## src/sv/rld_pkg.sv

```systemverilog
// rld_pkg: types and constants shared by the run list decoder files
// no dependencies
`default_nettype none

package rld_pkg;

	localparam int ADDR_W = 4;
	localparam int DATA_W = 64;

	// register index, taken from paddr[3]
	localparam logic REG_CLUSTER_SHIFT = 1'b0;
	localparam logic REG_IMAGE_BYTES   = 1'b1;

	localparam logic [4:0]  CLUSTER_SHIFT_RST = 5'd12;
	localparam logic [63:0] IMAGE_BYTES_RST   = 64'hFFFF_FFFF_FFFF_FFFF;

	localparam logic [7:0] BYTE_MASK = 8'hFF;
	localparam logic [3:0] MAX_FIELD = 4'd8;

	typedef enum logic [1:0] {
		PH_HEADER = 2'd0,
		PH_LENGTH = 2'd1,
		PH_OFFSET = 2'd2,
		PH_HALTED = 2'd3
	} phase_t;

	typedef enum logic [2:0] {
		ST_EXTENT   = 3'd0,
		ST_OUTSIDE  = 3'd1,
		ST_ZERO_LEN = 3'd2,
		ST_END      = 3'd3,
		ST_TRUNC    = 3'd4
	} status_t;

	// one parsed byte as handed from the parser to the extent pipeline
	typedef struct packed {
		logic        clr;     // list start: running cluster restarts at zero
		logic        res;     // this byte produces a result
		logic        run;     // result is a complete non-empty run
		status_t     status;  // status when not a run
		logic [63:0] len;     // run length in clusters
		logic [63:0] off;     // sign-extended relative offset
	} run_ev_t;

endpackage

`default_nettype wire

```

## src/sv/rld_if.sv

```systemverilog
// rld_in_if / rld_out_if: valid-ready channels of the run list decoder
// no dependencies
`default_nettype none

interface rld_in_if;
	logic       valid;
	logic       ready;
	logic [7:0] list_byte;
	logic       list_start;
	logic       list_last;

	modport source(output valid, output list_byte, output list_start, output list_last,
		input ready);
	modport sink(input valid, input list_byte, input list_start, input list_last,
		output ready);
endinterface

interface rld_out_if;
	logic        valid;
	logic        ready;
	logic [2:0]  status;
	logic [63:0] start_byte;
	logic [63:0] length_byte;
	logic [63:0] cluster_number;

	modport source(output valid, output status, output start_byte, output length_byte,
		output cluster_number, input ready);
	modport sink(input valid, input status, input start_byte, input length_byte,
		input cluster_number, output ready);
endinterface

`default_nettype wire

```

## src/sv/rld_regs.sv

```systemverilog
// rld_regs: apb-style configuration registers (cluster shift, image size)
// depends on rld_pkg
`default_nettype none

module rld_regs (
	input  wire logic                     clk,
	input  wire logic                     arst_n,
	input  wire logic                     psel,
	input  wire logic                     penable,
	input  wire logic                     pwrite,
	input  wire logic [rld_pkg::ADDR_W-1:0] paddr,
	input  wire logic [rld_pkg::DATA_W-1:0] pwdata,
	output logic      [rld_pkg::DATA_W-1:0] prdata,
	output logic                          pready,
	output logic      [4:0]               cluster_shift,
	output logic      [63:0]              image_bytes
);
	import rld_pkg::*;

	logic [4:0]  cluster_shift_q;
	logic [63:0] image_bytes_q;
	logic        wr_en;

	assign pready = 1'b1;
	assign wr_en  = psel & penable & pwrite & pready;

	always_ff @(posedge clk or negedge arst_n) begin
		if (!arst_n) begin
			cluster_shift_q <= CLUSTER_SHIFT_RST;
			image_bytes_q   <= IMAGE_BYTES_RST;
		end else if (wr_en) begin
			unique case (paddr[3])
				REG_CLUSTER_SHIFT: cluster_shift_q <= pwdata[4:0];
				REG_IMAGE_BYTES:   image_bytes_q   <= pwdata;
				default: ;
			endcase
		end
	end

	always_comb begin
		unique case (paddr[3])
			REG_CLUSTER_SHIFT: prdata = {59'd0, cluster_shift_q};
			REG_IMAGE_BYTES:   prdata = image_bytes_q;
			default:           prdata = '0;
		endcase
	end

	assign cluster_shift = cluster_shift_q;
	assign image_bytes   = image_bytes_q;

endmodule

`default_nettype wire

```

## src/sv/rld_parser.sv

```systemverilog
// rld_parser: byte-level run list parser with the first pipeline register
// depends on rld_pkg and rld_in_if
`default_nettype none

module rld_parser (
	input  wire logic     clk,
	input  wire logic     arst_n,
	rld_in_if.sink        list_in,
	input  wire logic     take,
	output logic          v_s1,
	output rld_pkg::run_ev_t ev_s1
);
	import rld_pkg::*;

	phase_t      phase_q;
	logic [3:0]  len_size_q;
	logic [3:0]  off_size_q;
	logic [2:0]  idx_q;
	logic [63:0] len_acc_q;
	logic [63:0] off_acc_q;

	phase_t      ph, ph_n;
	logic [3:0]  ls, ls_n, os, os_n;
	logic [2:0]  idx, idx_n;
	logic [3:0]  idx_inc;
	logic [63:0] lacc, lacc_n, oacc, oacc_n;
	logic [7:0]  b;
	logic        finish;
	logic        acc;
	run_ev_t     ev_n;

	function automatic logic [3:0] clamp_size(input logic [3:0] n);
		return (n > MAX_FIELD) ? MAX_FIELD : n;
	endfunction

	// sign-extend an offset field of sz bytes (0 means offset zero)
	function automatic logic [63:0] sext(input logic [63:0] v, input logic [3:0] sz);
		logic [63:0] r;
		logic [5:0]  sidx;
		logic        sgn;
		sidx = {3'(sz[2:0] - 3'd1), 3'b111};
		sgn  = (sz != 4'd0) && (sz != MAX_FIELD) && v[sidx];
		for (int j = 0; j < 8; j++) begin
			r[j*8 +: 8] = (4'(j) < sz) ? v[j*8 +: 8] : {8{sgn}};
		end
		return r;
	endfunction

	assign acc           = list_in.valid & list_in.ready;
	assign list_in.ready = !v_s1 || take;

	always_comb begin
		b    = list_in.list_byte & BYTE_MASK;
		ph   = list_in.list_start ? PH_HEADER : phase_q;
		ls   = list_in.list_start ? 4'd0 : len_size_q;
		os   = list_in.list_start ? 4'd0 : off_size_q;
		idx  = list_in.list_start ? 3'd0 : idx_q;
		lacc = list_in.list_start ? 64'd0 : len_acc_q;
		oacc = list_in.list_start ? 64'd0 : off_acc_q;

		ph_n    = ph;
		ls_n    = ls;
		os_n    = os;
		idx_n   = idx;
		lacc_n  = lacc;
		oacc_n  = oacc;
		idx_inc = {1'b0, idx} + 4'd1;
		finish  = 1'b0;
		ev_n        = '0;
		ev_n.clr    = list_in.list_start;
		ev_n.status = ST_EXTENT;

		unique case (ph)
			PH_HEADER: begin
				ls_n   = clamp_size(b[3:0]);
				os_n   = clamp_size(b[7:4]);
				idx_n  = 3'd0;
				lacc_n = '0;
				oacc_n = '0;
				if (ls_n == 4'd0) begin
					ev_n.res    = 1'b1;
					ev_n.status = ST_END;
					ph_n        = PH_HALTED;
				end else begin
					ph_n = PH_LENGTH;
				end
			end
			PH_LENGTH: begin
				lacc_n[{idx, 3'b000} +: 8] = lacc[{idx, 3'b000} +: 8] | b;
				if (idx_inc >= ls) begin
					idx_n = 3'd0;
					if (os == 4'd0) finish = 1'b1;
					else ph_n = PH_OFFSET;
				end else begin
					idx_n = idx_inc[2:0];
				end
			end
			PH_OFFSET: begin
				oacc_n[{idx, 3'b000} +: 8] = oacc[{idx, 3'b000} +: 8] | b;
				if (idx_inc >= os) begin
					idx_n  = 3'd0;
					finish = 1'b1;
				end else begin
					idx_n = idx_inc[2:0];
				end
			end
			PH_HALTED: ;
			default: ;
		endcase

		if (finish) begin
			ev_n.res = 1'b1;
			if (lacc_n == 64'd0) begin
				ev_n.status = ST_ZERO_LEN;
				ph_n        = PH_HALTED;
			end else begin
				ev_n.run = 1'b1;
				ev_n.len = lacc_n;
				ev_n.off = sext(oacc_n, os);
				ph_n     = PH_HEADER;
				lacc_n   = '0;
				oacc_n   = '0;
			end
		end

		// last byte: cut the list short unless this byte already closed it
		if (list_in.list_last && ph != PH_HALTED) begin
			if (!ev_n.res) begin
				ev_n.res    = 1'b1;
				ev_n.status = ST_TRUNC;
			end
			ph_n = PH_HALTED;
		end
	end

	always_ff @(posedge clk or negedge arst_n) begin
		if (!arst_n) begin
			phase_q    <= PH_HEADER;
			len_size_q <= '0;
			off_size_q <= '0;
			idx_q      <= '0;
			len_acc_q  <= '0;
			off_acc_q  <= '0;
			v_s1       <= 1'b0;
		end else begin
			if (acc) begin
				phase_q    <= ph_n;
				len_size_q <= ls_n;
				off_size_q <= os_n;
				idx_q      <= idx_n;
				len_acc_q  <= lacc_n;
				off_acc_q  <= oacc_n;
			end
			if (list_in.ready) v_s1 <= acc;
		end
	end

	always_ff @(posedge clk) begin
		if (acc) ev_s1 <= ev_n;
	end

endmodule

`default_nettype wire

```

## src/sv/rld_extent.sv

```systemverilog
// rld_extent: running cluster, byte scaling and image bound check (stages 2 to 4)
// depends on rld_pkg and rld_out_if
`default_nettype none

module rld_extent (
	input  wire logic              clk,
	input  wire logic              arst_n,
	input  wire logic              v_s1,
	input  wire rld_pkg::run_ev_t  ev_s1,
	output logic                   take,
	input  wire logic [4:0]        cluster_shift,
	input  wire logic [63:0]       image_bytes,
	rld_out_if.source              run_out
);
	import rld_pkg::*;

	logic [63:0] rc_q;
	logic [63:0] base, cl_n;

	logic        v_s2, v_s3, v_s4;
	logic        rdy2, rdy3, rdy4;

	logic        run_s2, run_s3;
	status_t     status_s2, status_s3, status_s4;
	logic [63:0] cl_s2, len_s2;
	logic [63:0] cl_s3, end_s3, sb_s3, lb_s3;
	logic [63:0] cl_s4, sb_s4, lb_s4;
	logic [63:0] end_b;

	assign rdy4 = !v_s4 || run_out.ready;
	assign rdy3 = !v_s3 || rdy4;
	assign rdy2 = !v_s2 || rdy3;
	// bytes without a result only touch the running cluster
	assign take = v_s1 && (rdy2 || !ev_s1.res);

	assign base  = ev_s1.clr ? 64'd0 : rc_q;
	assign cl_n  = base + ev_s1.off;
	assign end_b = end_s3 << cluster_shift;

	always_ff @(posedge clk or negedge arst_n) begin
		if (!arst_n) begin
			rc_q <= '0;
			v_s2 <= 1'b0;
			v_s3 <= 1'b0;
			v_s4 <= 1'b0;
		end else begin
			if (take) rc_q <= ev_s1.run ? cl_n : base;
			if (rdy2) v_s2 <= take && ev_s1.res;
			if (rdy3) v_s3 <= v_s2;
			if (rdy4) v_s4 <= v_s3;
		end
	end

	always_ff @(posedge clk) begin
		if (rdy2 && take) begin
			run_s2    <= ev_s1.run;
			status_s2 <= ev_s1.status;
			cl_s2     <= ev_s1.run ? cl_n : 64'd0;
			len_s2    <= ev_s1.run ? ev_s1.len : 64'd0;
		end
		if (rdy3 && v_s2) begin
			run_s3    <= run_s2;
			status_s3 <= status_s2;
			cl_s3     <= cl_s2;
			end_s3    <= cl_s2 + len_s2;
			sb_s3     <= cl_s2 << cluster_shift;
			lb_s3     <= len_s2 << cluster_shift;
		end
		if (rdy4 && v_s3) begin
			if (run_s3) status_s4 <= (end_b > image_bytes) ? ST_OUTSIDE : ST_EXTENT;
			else status_s4 <= status_s3;
			cl_s4 <= cl_s3;
			sb_s4 <= sb_s3;
			lb_s4 <= lb_s3;
		end
	end

	assign run_out.valid          = v_s4;
	assign run_out.status         = 3'(status_s4);
	assign run_out.start_byte     = sb_s4;
	assign run_out.length_byte    = lb_s4;
	assign run_out.cluster_number = cl_s4;

`ifndef SYNTHESIS
	a_err_fields_zero: assert property (@(posedge clk) disable iff (!arst_n)
		run_out.valid && status_s4 != ST_EXTENT && status_s4 != ST_OUTSIDE
		|-> sb_s4 == 64'd0 && lb_s4 == 64'd0 && cl_s4 == 64'd0)
		else $error("error result carries non-zero extent fields");

	a_s2_hold: assert property (@(posedge clk) disable iff (!arst_n)
		v_s2 && !rdy3 |=> v_s2 && $stable(cl_s2) && $stable(len_s2))
		else $error("stage 2 lost its run while stalled");

	a_list_restart: assert property (@(posedge clk) disable iff (!arst_n)
		take && ev_s1.clr && !ev_s1.run |=> rc_q == 64'd0)
		else $error("running cluster not cleared at list start");
`endif

endmodule

`default_nettype wire

```

## src/sv/run_list_decoder.sv

```systemverilog
// run_list_decoder: run list byte decoder, top level
// depends on rld_pkg, rld_if, rld_regs, rld_parser, rld_extent
//
// list_in carries one run list byte per transaction, with list_start on the
// first byte of a list and list_last on the last available one. run_out
// carries one transaction per decoded run (extent or out of image) and one
// for the end marker, a zero-length run or a truncated list.
// Throughput is one byte per cycle unless a result byte waits on a stalled
// run_out: the parser consumes each byte in the cycle it is accepted, and the
// running cluster add, the shifts and the image bound compare sit in three further register stages.
// A result is registered in the parser stage and then in stages 2, 3 and 4
// before it is valid on run_out.
// If run_out stalls, the stages fill up; list_in keeps accepting bytes that
// yield no result and stops only when a result byte has nowhere to go.
// Reset clears the parser, the running cluster and all valid flags, and sets
// cluster_shift to 12 and image_bytes to all ones. Configuration is written
// over the apb port (cluster_shift at 0x0, image_bytes at 0x8) while idle.
`default_nettype none

module run_list_decoder (
	input  wire logic                       clk,
	input  wire logic                       arst_n,
	rld_in_if.sink                          list_in,
	rld_out_if.source                       run_out,
	input  wire logic                       psel,
	input  wire logic                       penable,
	input  wire logic                       pwrite,
	input  wire logic [rld_pkg::ADDR_W-1:0] paddr,
	input  wire logic [rld_pkg::DATA_W-1:0] pwdata,
	output logic      [rld_pkg::DATA_W-1:0] prdata,
	output logic                            pready
);
	import rld_pkg::*;

	logic        v_s1;
	run_ev_t     ev_s1;
	logic        take;
	logic [4:0]  cluster_shift;
	logic [63:0] image_bytes;

	rld_regs u_regs (
		.clk           (clk),
		.arst_n        (arst_n),
		.psel          (psel),
		.penable       (penable),
		.pwrite        (pwrite),
		.paddr         (paddr),
		.pwdata        (pwdata),
		.prdata        (prdata),
		.pready        (pready),
		.cluster_shift (cluster_shift),
		.image_bytes   (image_bytes)
	);

	rld_parser u_parser (
		.clk     (clk),
		.arst_n  (arst_n),
		.list_in (list_in),
		.take    (take),
		.v_s1    (v_s1),
		.ev_s1   (ev_s1)
	);

	rld_extent u_extent (
		.clk           (clk),
		.arst_n        (arst_n),
		.v_s1          (v_s1),
		.ev_s1         (ev_s1),
		.take          (take),
		.cluster_shift (cluster_shift),
		.image_bytes   (image_bytes),
		.run_out       (run_out)
	);

endmodule

`default_nettype wire

```

## src/flat_wrapper.sv

```systemverilog
// flat-port wrapper written by rule: the top's interface ports become plain ports
module run_list_decoder_flat import rld_pkg::*;
  (clk, arst_n, psel, penable, pwrite, paddr, pwdata, prdata, pready, list_in_valid, list_in_list_byte, list_in_list_start, list_in_list_last, list_in_ready, run_out_valid, run_out_status, run_out_start_byte, run_out_length_byte, run_out_cluster_number, run_out_ready);
  rld_in_if list_in_i ();
  rld_out_if run_out_i ();
  input  wire logic clk;
  input  wire logic arst_n;
  input  wire logic psel;
  input  wire logic penable;
  input  wire logic pwrite;
  input  wire logic [rld_pkg::ADDR_W-1:0] paddr;
  input  wire logic [rld_pkg::DATA_W-1:0] pwdata;
  output logic      [rld_pkg::DATA_W-1:0] prdata;
  output logic pready;
  input wire logic [$bits(list_in_i.valid)-1:0] list_in_valid;
  input wire logic [$bits(list_in_i.list_byte)-1:0] list_in_list_byte;
  input wire logic [$bits(list_in_i.list_start)-1:0] list_in_list_start;
  input wire logic [$bits(list_in_i.list_last)-1:0] list_in_list_last;
  output wire logic [$bits(list_in_i.ready)-1:0] list_in_ready;
  output wire logic [$bits(run_out_i.valid)-1:0] run_out_valid;
  output wire logic [$bits(run_out_i.status)-1:0] run_out_status;
  output wire logic [$bits(run_out_i.start_byte)-1:0] run_out_start_byte;
  output wire logic [$bits(run_out_i.length_byte)-1:0] run_out_length_byte;
  output wire logic [$bits(run_out_i.cluster_number)-1:0] run_out_cluster_number;
  input wire logic [$bits(run_out_i.ready)-1:0] run_out_ready;
  assign list_in_i.valid = list_in_valid;
  assign list_in_i.list_byte = list_in_list_byte;
  assign list_in_i.list_start = list_in_list_start;
  assign list_in_i.list_last = list_in_list_last;
  assign list_in_ready = list_in_i.ready;
  assign run_out_valid = run_out_i.valid;
  assign run_out_status = run_out_i.status;
  assign run_out_start_byte = run_out_i.start_byte;
  assign run_out_length_byte = run_out_i.length_byte;
  assign run_out_cluster_number = run_out_i.cluster_number;
  assign run_out_i.ready = run_out_ready;
  run_list_decoder u_core (.clk(clk), .arst_n(arst_n), .list_in(list_in_i), .run_out(run_out_i), .psel(psel), .penable(penable), .pwrite(pwrite), .paddr(paddr), .pwdata(pwdata), .prdata(prdata), .pready(pready));
endmodule
```

## config.mk

```make
export PLATFORM = sky130hd
export DESIGN_NAME = run_list_decoder_flat
export DESIGN_NICKNAME = d
export VERILOG_FILES = /design/src/sv/rld_pkg.sv /design/src/sv/rld_if.sv /design/src/sv/rld_regs.sv /design/src/sv/rld_parser.sv /design/src/sv/rld_extent.sv /design/src/sv/run_list_decoder.sv /design/src/flat_wrapper.sv
export SDC_FILE = /design/constraint.sdc
export NUM_CORES = 2
export LEC_CHECK = 0
export BUFFER_PORTS_ARGS = -buffer_cell sky130_fd_sc_hd__buf_2
export CAP_MARGIN = 20
export CORE_MARGIN = 2
export CORE_UTILIZATION = 30
export DETAILED_ROUTE_END_ITERATION = 6
export PLACE_DENSITY_LB_ADDON = 0.25
export SYNTH_ARGS = -nofsm -noshare
export SYNTH_HDL_FRONTEND = slang
export SYNTH_SLANG_ARGS = --single-unit
```

## constraint.sdc

```tcl
create_clock -name clk -period 25.1 [get_ports clk]
set_input_delay 2.51 -clock clk [delete_from_list [all_inputs] [get_ports clk]]
set_output_delay 2.51 -clock clk [all_outputs]
set_load 0.01 [all_outputs]
```

# ---- Word level (Yosys, flattened, before mapping)
# Cells that the tools add are included.
dict set report word_totals {
  input_bits 85
  elab_cells 154
  regBits 999
  output_inout_bits 262
}
dict set report classes {
  addsub 5
  muxes 57
  n_reduce_logical 26
  bitwise 7
  magnitude_cmp 14
  eq_ne 4
  shift 8
}
# operator count
set op_table {}
lappend op_table {{64-bit two-way mux} 8}
lappend op_table {{64-bit case mux with 2 select lines} 3}
lappend op_table {{64-bit by 5-bit << shifter with 64-bit output} 3}
lappend op_table {{133-bit two-way mux} 1}
lappend op_table {{64-bit adder} 2}
lappend op_table {{64-bit bitwise mux} 2}
lappend op_table {{128-bit two-way mux} 1}
lappend op_table {{64-bit by 7-bit indexed part select with 8-bit output} 2}
lappend op_table {{8-bit by 8-bit indexed part select with 64-bit output} 2}
lappend op_table {{64-bit greater-than comparator} 1}
lappend op_table {{64-bit zero test} 1}
lappend op_table {{8-bit two-way mux} 8}
lappend op_table {{8-bit by 8-bit variable shift with 64-bit output, first input constant} 1}
lappend op_table {{4-bit two-way mux} 6}
lappend op_table {{3-bit two-way mux} 7}
lappend op_table {{2-bit two-way mux} 9}
lappend op_table {{3-bit by 4-bit less-than comparator with 1-bit output, first input constant} 4}
lappend op_table {{8-bit OR} 2}
lappend op_table {{3-bit case mux with 3 select lines} 1}
lappend op_table {{4-bit greater-or-equal comparator} 2}
lappend op_table {{4-bit greater-than comparator, second input constant} 2}
lappend op_table {{1-bit logical AND} 8}
lappend op_table {{4-bit zero test} 2}
lappend op_table {{1-bit by 4-bit less-than comparator with 1-bit output, first input constant} 2}
lappend op_table {{21 further kinds} 41}

# ---- Longest topological paths before layout
dict set report depth {
  depth_word 14
  ltp_mapped 23
  mapped_depth_nobuf 20
}

# ---- Hierarchy
# From an unflattened synthesis, not the netlist that was laid out.
dict set report hier_totals {
  hier_cells 5238
  area_unflattened_um2 58198.3
}
# mod seq_area_each_um2 instances cells_each area_each_um2
set by_module_without_submodules {}
lappend by_module_without_submodules {rld_extent 19303.5 1 3590 40055.9}
lappend by_module_without_submodules {rld_parser 7577.3 1 1429 14766.7}
lappend by_module_without_submodules {rld_regs 1809.2 1 219 3375.7}

# ---- Least setup slack after synthesis
# No wires, ideal clock.
dict set report synth_timing {
  path_type {input to register}
  startpoint {in run_out_ready}
  endpoint {reg u_core.u_extent.cl_s4[0], in the netlist u_core.u_extent.run_out.cluster_number[0] (enable)}
  cell_stages 2
  required_time_ns 24.323
  path_slack_ns 13.130
  arrival_time_ns 11.193
  n_path_buf 0
  cell_sequence {nor2b_1 > nor2b_1}
}
dict set report synth_between {
  elab_chain_len 2
}
# element line_no
set synth_rtl {}
lappend synth_rtl {{start, declared} flat_wrapper.sv:25} ;# input wire logic [$bits(run_out_i.ready)-1:0] run_out_ready;
lappend synth_rtl {{1-bit logical OR} rld_extent.sv:30} ;# assign rdy4 = !v_s4 || run_out.ready;
lappend synth_rtl {{1-bit logical AND} rld_extent.sv:69} ;# if (rdy4 && v_s3) begin
lappend synth_rtl {{end signal, assigned} rld_extent.sv:72} ;# cl_s4 <= cl_s3;
lappend synth_rtl {{end, declared} rld_extent.sv:27} ;# logic [63:0] cl_s4, sb_s4, lb_s4;
# Every way passes these cells.
# A chain may end at the register's enable or synchronous reset.

# ---- Final worst setup path
dict set report layout_timing {
  startpoint {in list_in_list_start}
  endpoint {reg u_core.u_parser.off_acc_q[59]}
}
dict set report layout_between {
  elab_chain_len 9
  word_cells_on_any_way 32
  cone_classes {2 x add/sub; 2 x order compare; 2 x eq/ne; 5 x shift; 16 x mux; 2 x bitwise; 3 x reduce/logical}
}
# element line_no
set layout_rtl {}
lappend layout_rtl {{start, declared} flat_wrapper.sv:17} ;# input wire logic [$bits(list_in_i.list_start)-1:0] list_in_list_start;
lappend layout_rtl {{64-bit two-way mux / 3-bit two-way mux (equally long branches)} {rld_parser.sv:58, rld_parser.sv:57}}
lappend layout_rtl {{64-bit by 7-bit indexed part select with 8-bit output} rld_parser.sv:89} ;# lacc_n[{idx, 3'b000} +: 8] = lacc[{idx, 3'b000} +: 8] | b;
lappend layout_rtl {{8-bit OR} rld_parser.sv:89}
lappend layout_rtl {{8-bit by 8-bit indexed part select with 64-bit output} rld_parser.sv:89}
lappend layout_rtl {{64-bit bitwise mux} rld_parser.sv:89}
lappend layout_rtl {{64-bit case mux with 2 select lines} rld_parser.sv:73} ;# unique case (ph)
lappend layout_rtl {{64-bit zero test} rld_parser.sv:113} ;# if (lacc_n == 64'd0) begin
lappend layout_rtl {{64-bit two-way mux} rld_parser.sv:113}
lappend layout_rtl {{64-bit two-way mux (*)} rld_parser.sv:111} ;# if (finish) begin
lappend layout_rtl {{end signal, assigned} rld_parser.sv:152} ;# off_acc_q <= oacc_n;
lappend layout_rtl {{end, declared} rld_parser.sv:20} ;# logic [63:0] off_acc_q;
# Every way passes the cells marked *; elsewhere a longest branch is shown, timed or not.

==> metrics.md <==
| Metric | Value |
|---|---|
| CP startpoint | `list_in_list_start` |
| Starting Density | `30.16%` |
| Maximum fanout along the worst path | `60` |
| Final GP Congestion | `0.9227` |
| Critical path class | `input pin to register` |
| Die Area | `0.1921 mm²` |
| Die Height | `438.3 µm` |
| # placed instances | `7680` |
| Post-Route WL | `192100 µm` |
| Final std cell area, no fill | `0.06448 mm²` |
| Final setup vio count | `0` |
| FF-to-FF setup slack | `17.00 ns` |
| Final cell count without fillers | `7883` |
| Slowest stage delay, CP | `0.76 ns` |
| Share of cells above drive strength 1 | `17.65%` |
| Clock tree buffer depth | `3` |
| Status | `completed` |
| CTS resizes | `0` |
| Most frequent cell after synthesis | `edfxtp_1` |
| Largest family of logic cells by synthesized area | `compound AO/OA/AOI/OAI gates` |
| CTS buffer count | `106` |
| Syn_area_per_cell | `11.13 µm²` |
| Mux cell area share after synthesis | `13.11%` |
| Largest net degree at the start of global routing | `160` |
| H-tree levels | `3` |
| Fmax | `115.0 MHz` |
| Core ar. | `0.1876 mm²` |
| Global-route wire length before repair | `281500 µm` |
| Die width | `438.3 µm` |
| Post-synth ARST share | `27.83%` |
| Worst reg2reg startpoint | `u_core.u_parser.idx_q[0]$_DFFE_PN0P_` |
| Gr ovfl total | `0` |
| Ys Warns | `0` |
| Worst r2r dst | `u_core.u_parser.off_acc_q[59]$_DFFE_PN0P_` |
| Row cnt | `159` |
| Setup crit end | `u_core.u_parser.off_acc_q[59]$_DFFE_PN0P_` |
| WP buf/inv | `5` |
| Crit. path cell count | `17` |
| Post-Synth Adder-Cell Area | `4.626%` |
| P per Cell Area | `86.92 mW/mm²` |
| Met2 usage | `30.38%` |
| CP endpoint kind | `register` |
| Hold Vio Cnt, Final | `0` |
| Tcrit/Tclk final | `34.64%` |
| Synth Area in Simple Gates | `13.10%` |
| Number of synthesized flops with an enable pin | `721` |
| Met3 usage | `2.958%` |
| Critical-path cell list | `buf_2 > buf_4 > nor2b_1 > inv_1 > ha_1 > o41ai_1 > nand2_1 > a22oi_1 > nand2_1 > nor4b_1 > nor4bb_1 > a31o_2 > inv_2 > buf_4 > nor2_4 > nand2_1 > o21ai_0` |
| Via density | `5.323` |
| Avg WL per Cell | `24.37 µm` |
| Top cells by count, synth | `edfxtp_1 (721), nand2_1 (653), nor2_1 (362)` |
| Starting DRC count in detailed routing | `3814` |
| Worst slew pin tran | `1.136 ns` |
| Peak supply drop | `0.05833 mV` |
| Slowest CP cell | `o41ai_1` |
| CTS root buf | `clkbuf_16` |
| RSZ-0062 raised after global routing | `false` |
| Port Buffers | `342` |
| Post-route DRC | `0` |
| Seq/Total Area, Yosys | `50.71%` |
| Clk Latency, worst-skew pair | `0.77 ns` |
| Max-slew violations | `0` |
| Max-Slew Margin vs Limit | `24.12%` |
| Post-CTS Setup Inserts | `0` |
| Post-Synthesis Cells | `5083` |
| GRT Total Usage | `19.52%` |
| Largest delay share family, worst path | `simple AND/OR/NAND/NOR gates` |
| Post-CTS Hold Fix Bufs | `0` |
| Hold Path Class | `register to register` |
| Post-synthesis compound-gate area fraction | `13.55%` |
| Most Frequent Cell on Critical Path | `nand2_1` |
| Post-synth top area share | `38.27%` |
| IO Pins | `347` |
| Crit path launch type | `input pin` |
| Routed via count | `41970` |
| Placed Instance Area | `0.06077 mm²` |
| Post-DP HPWL | `144200 µm` |
| Cell variety after synth | `85` |
| Mapped Area | `0.05658 mm²` |
| GRT busiest layer | `met2` |
| Cell taking the most area after synthesis | `edfxtp_1` |
| Clock skew | `0.04706 ns` |
| Final Power | `5.605 mW` |
| Post-DRT Antenna Nets | `0` |
| Synth Net Count | `5376` |
| Setup TNS | `0 ns` |
| Data arrival, critical path | `9.36 ns` |
| Area delta synth->final | `13.96%` |
| Vias in the first global route | `40550` |
| M1 GR Usage | `27.76%` |
| Num Clock Sinks | `999` |
| Initial antenna violation count | `10` |
| Tmin final | `8.695 ns` |
| Leak | `25.78 nW` |
| Synth area leaders | `edfxtp_1 (38%), dfrtp_1 (9.4%), mux4_2 (5.7%)` |
| CTS tree | `yes` |
| Max_cap viols | `0` |
| Final net count | `5588` |
| DR pass1 iterations | `6` |
| Clock slew at reported path FFs | `0.07 ns` |
| XOR/XNOR Fraction of Synth Area | `1.780%` |
| Count of state elements after synthesis | `999` |
| Worst Reg-to-Reg Cells | `16` |
| Crit path required time | `25.77 ns` |
| Top_reg_cell synth | `edfxtp_1` |
## cells by family after synthesis
kind of cell	after synthesis
AND/OR/NAND/NOR	1592
AO/OA/AOI/OAI	1179
flip-flops	999
multiplexers	550
buffers and inverters	439
adder cells (fa/ha/maj)	208
XOR/XNOR	115
other	1
## metrics by stage
stage | utilization [%] | setup WS [ns] | hold slack [ns]
2_1_floorplan | - | 13.13 | 0.4003
3_3_place_gp | 32.38 | 15.79 | 0.4054
3_5_place_dp | 32.39 | 15.85 | 0.4045
4_1_cts | 34.34 | 16.61 | 0.4174
5_1_grt | 34.37 | 16.09 | 0.4209
6_report | 34.37 | 16.40 | 0.4034
## sequential cells by signal, indices dropped and copies added (netlist names), 5 cells and up
signal	cells
u_core.u_parser.off_acc_q	64
u_core.u_extent.run_out.start_byte	64
u_core.u_extent.end_s3	64
u_core.u_extent.run_out.length_byte	64
u_core.u_extent.sb_s3	64
u_core.u_regs.cluster_shift	5
u_core.u_parser.ev_s1	134
u_core.u_regs.image_bytes	64
u_core.u_extent.cl_s3	64
u_core.u_extent.cl_s2	64
u_core.u_extent.lb_s3	64
u_core.u_extent.run_out.cluster_number	64
u_core.u_extent.rc_q	64
u_core.u_extent.len_s2	64
u_core.u_parser.len_acc_q	64
## routing by layer
| metal | vias to the layer above | routed length (µm) |
|---|---|---|
| li1 | 19350 | - |
| met1 | 20880 | 88370 |
| met2 | 1445 | 87100 |
| met3 | 274 | 11020 |
| met4 | 10 | 5587 |
| met5 | - | 61 |
## final cells by class
type	count	area (µm²)
Antenna cell	5	12.51
Tap cell	2495	3122
Multi-Input combinational cell	3645	26180
Clock inverter	62	710.7
Fill cell	18790	123100
Inverter	140	535.5
Sequential cell	999	28710
Timing Repair Buffer	403	2266
Clock buffer	134	2945
## report_power, final
| part | leakage (nW) | internal [mW] | switching, mW |
|---|---|---|---|
| Combinational | 13.4 | 0.643 | 1.07 |
| Clock | 1.77 | 0.934 | 0.716 |
| Sequential | 10.6 | 2.06 | 0.184 |
| Total | 25.8 | 3.63 | 1.97 |
## how the worst min path moves through the flow
stage | from | endpoint | slack (ns) | cells after the start
after detailed placement | u_core.u_parser.ev_s1[128]$_DFFE_PP_ | u_core.u_extent.status_s2[0]$_DFFE_PP_ | 0.40 | 0
after floorplan | u_core.u_extent.cl_s3[0]$_DFFE_PP_ | u_core.u_extent.run_out.cluster_number[0]$_DFFE_PP_ | 0.40 | 0
after CTS | u_core.u_extent.run_s2$_DFFE_PP_ | u_core.u_extent.run_s3$_DFFE_PP_ | 0.42 | 0
final | u_core.u_extent.run_s2$_DFFE_PP_ | u_core.u_extent.run_s3$_DFFE_PP_ | 0.40 | 0
after global routing | u_core.u_extent.cl_s3[25]$_DFFE_PP_ | u_core.u_extent.run_out.cluster_number[25]$_DFFE_PP_ | 0.42 | 0
after global placement | u_core.u_extent.sb_s3[22]$_DFFE_PP_ | u_core.u_extent.run_out.start_byte[22]$_DFFE_PP_ | 0.41 | 0
## cell usage in the layout (no fill, tap or decap), drive strengths merged, types with 10 or more instances in the layout
master | synthesis | final
a22o | 91 | 91
a31o | 14 | 14
nor2b | 116 | 116
nand4 | 56 | 56
nor3 | 32 | 32
dfrtp | 212 | 212
and2 | 166 | 166
or3 | 11 | 11
a31oi | 31 | 31
nor4 | 15 | 15
inv | 137 | 154
nor2 | 363 | 363
a21o | 106 | 106
clkinv | 3 | 30
mux2 | 110 | 110
nand3b | 10 | 10
a22oi | 90 | 90
nand2b | 45 | 45
ha | 206 | 206
and3 | 35 | 35
nand2 | 654 | 654
o22ai | 37 | 37
buf | 78 | 403
clkbuf | 221 | 134
xor2 | 47 | 47
or2 | 12 | 12
o211ai | 20 | 20
mux2i | 298 | 298
dfstp | 66 | 66
o21bai | 25 | 25
a21oi | 322 | 322
o21ai | 232 | 232
o21a | 17 | 17
a211oi | 23 | 23
nand3 | 46 | 46
a221oi | 17 | 17
xnor2 | 68 | 68
edfxtp | 721 | 721
mux4 | 142 | 142
o31ai | 75 | 75
Power figures use the tool's default switching activity.
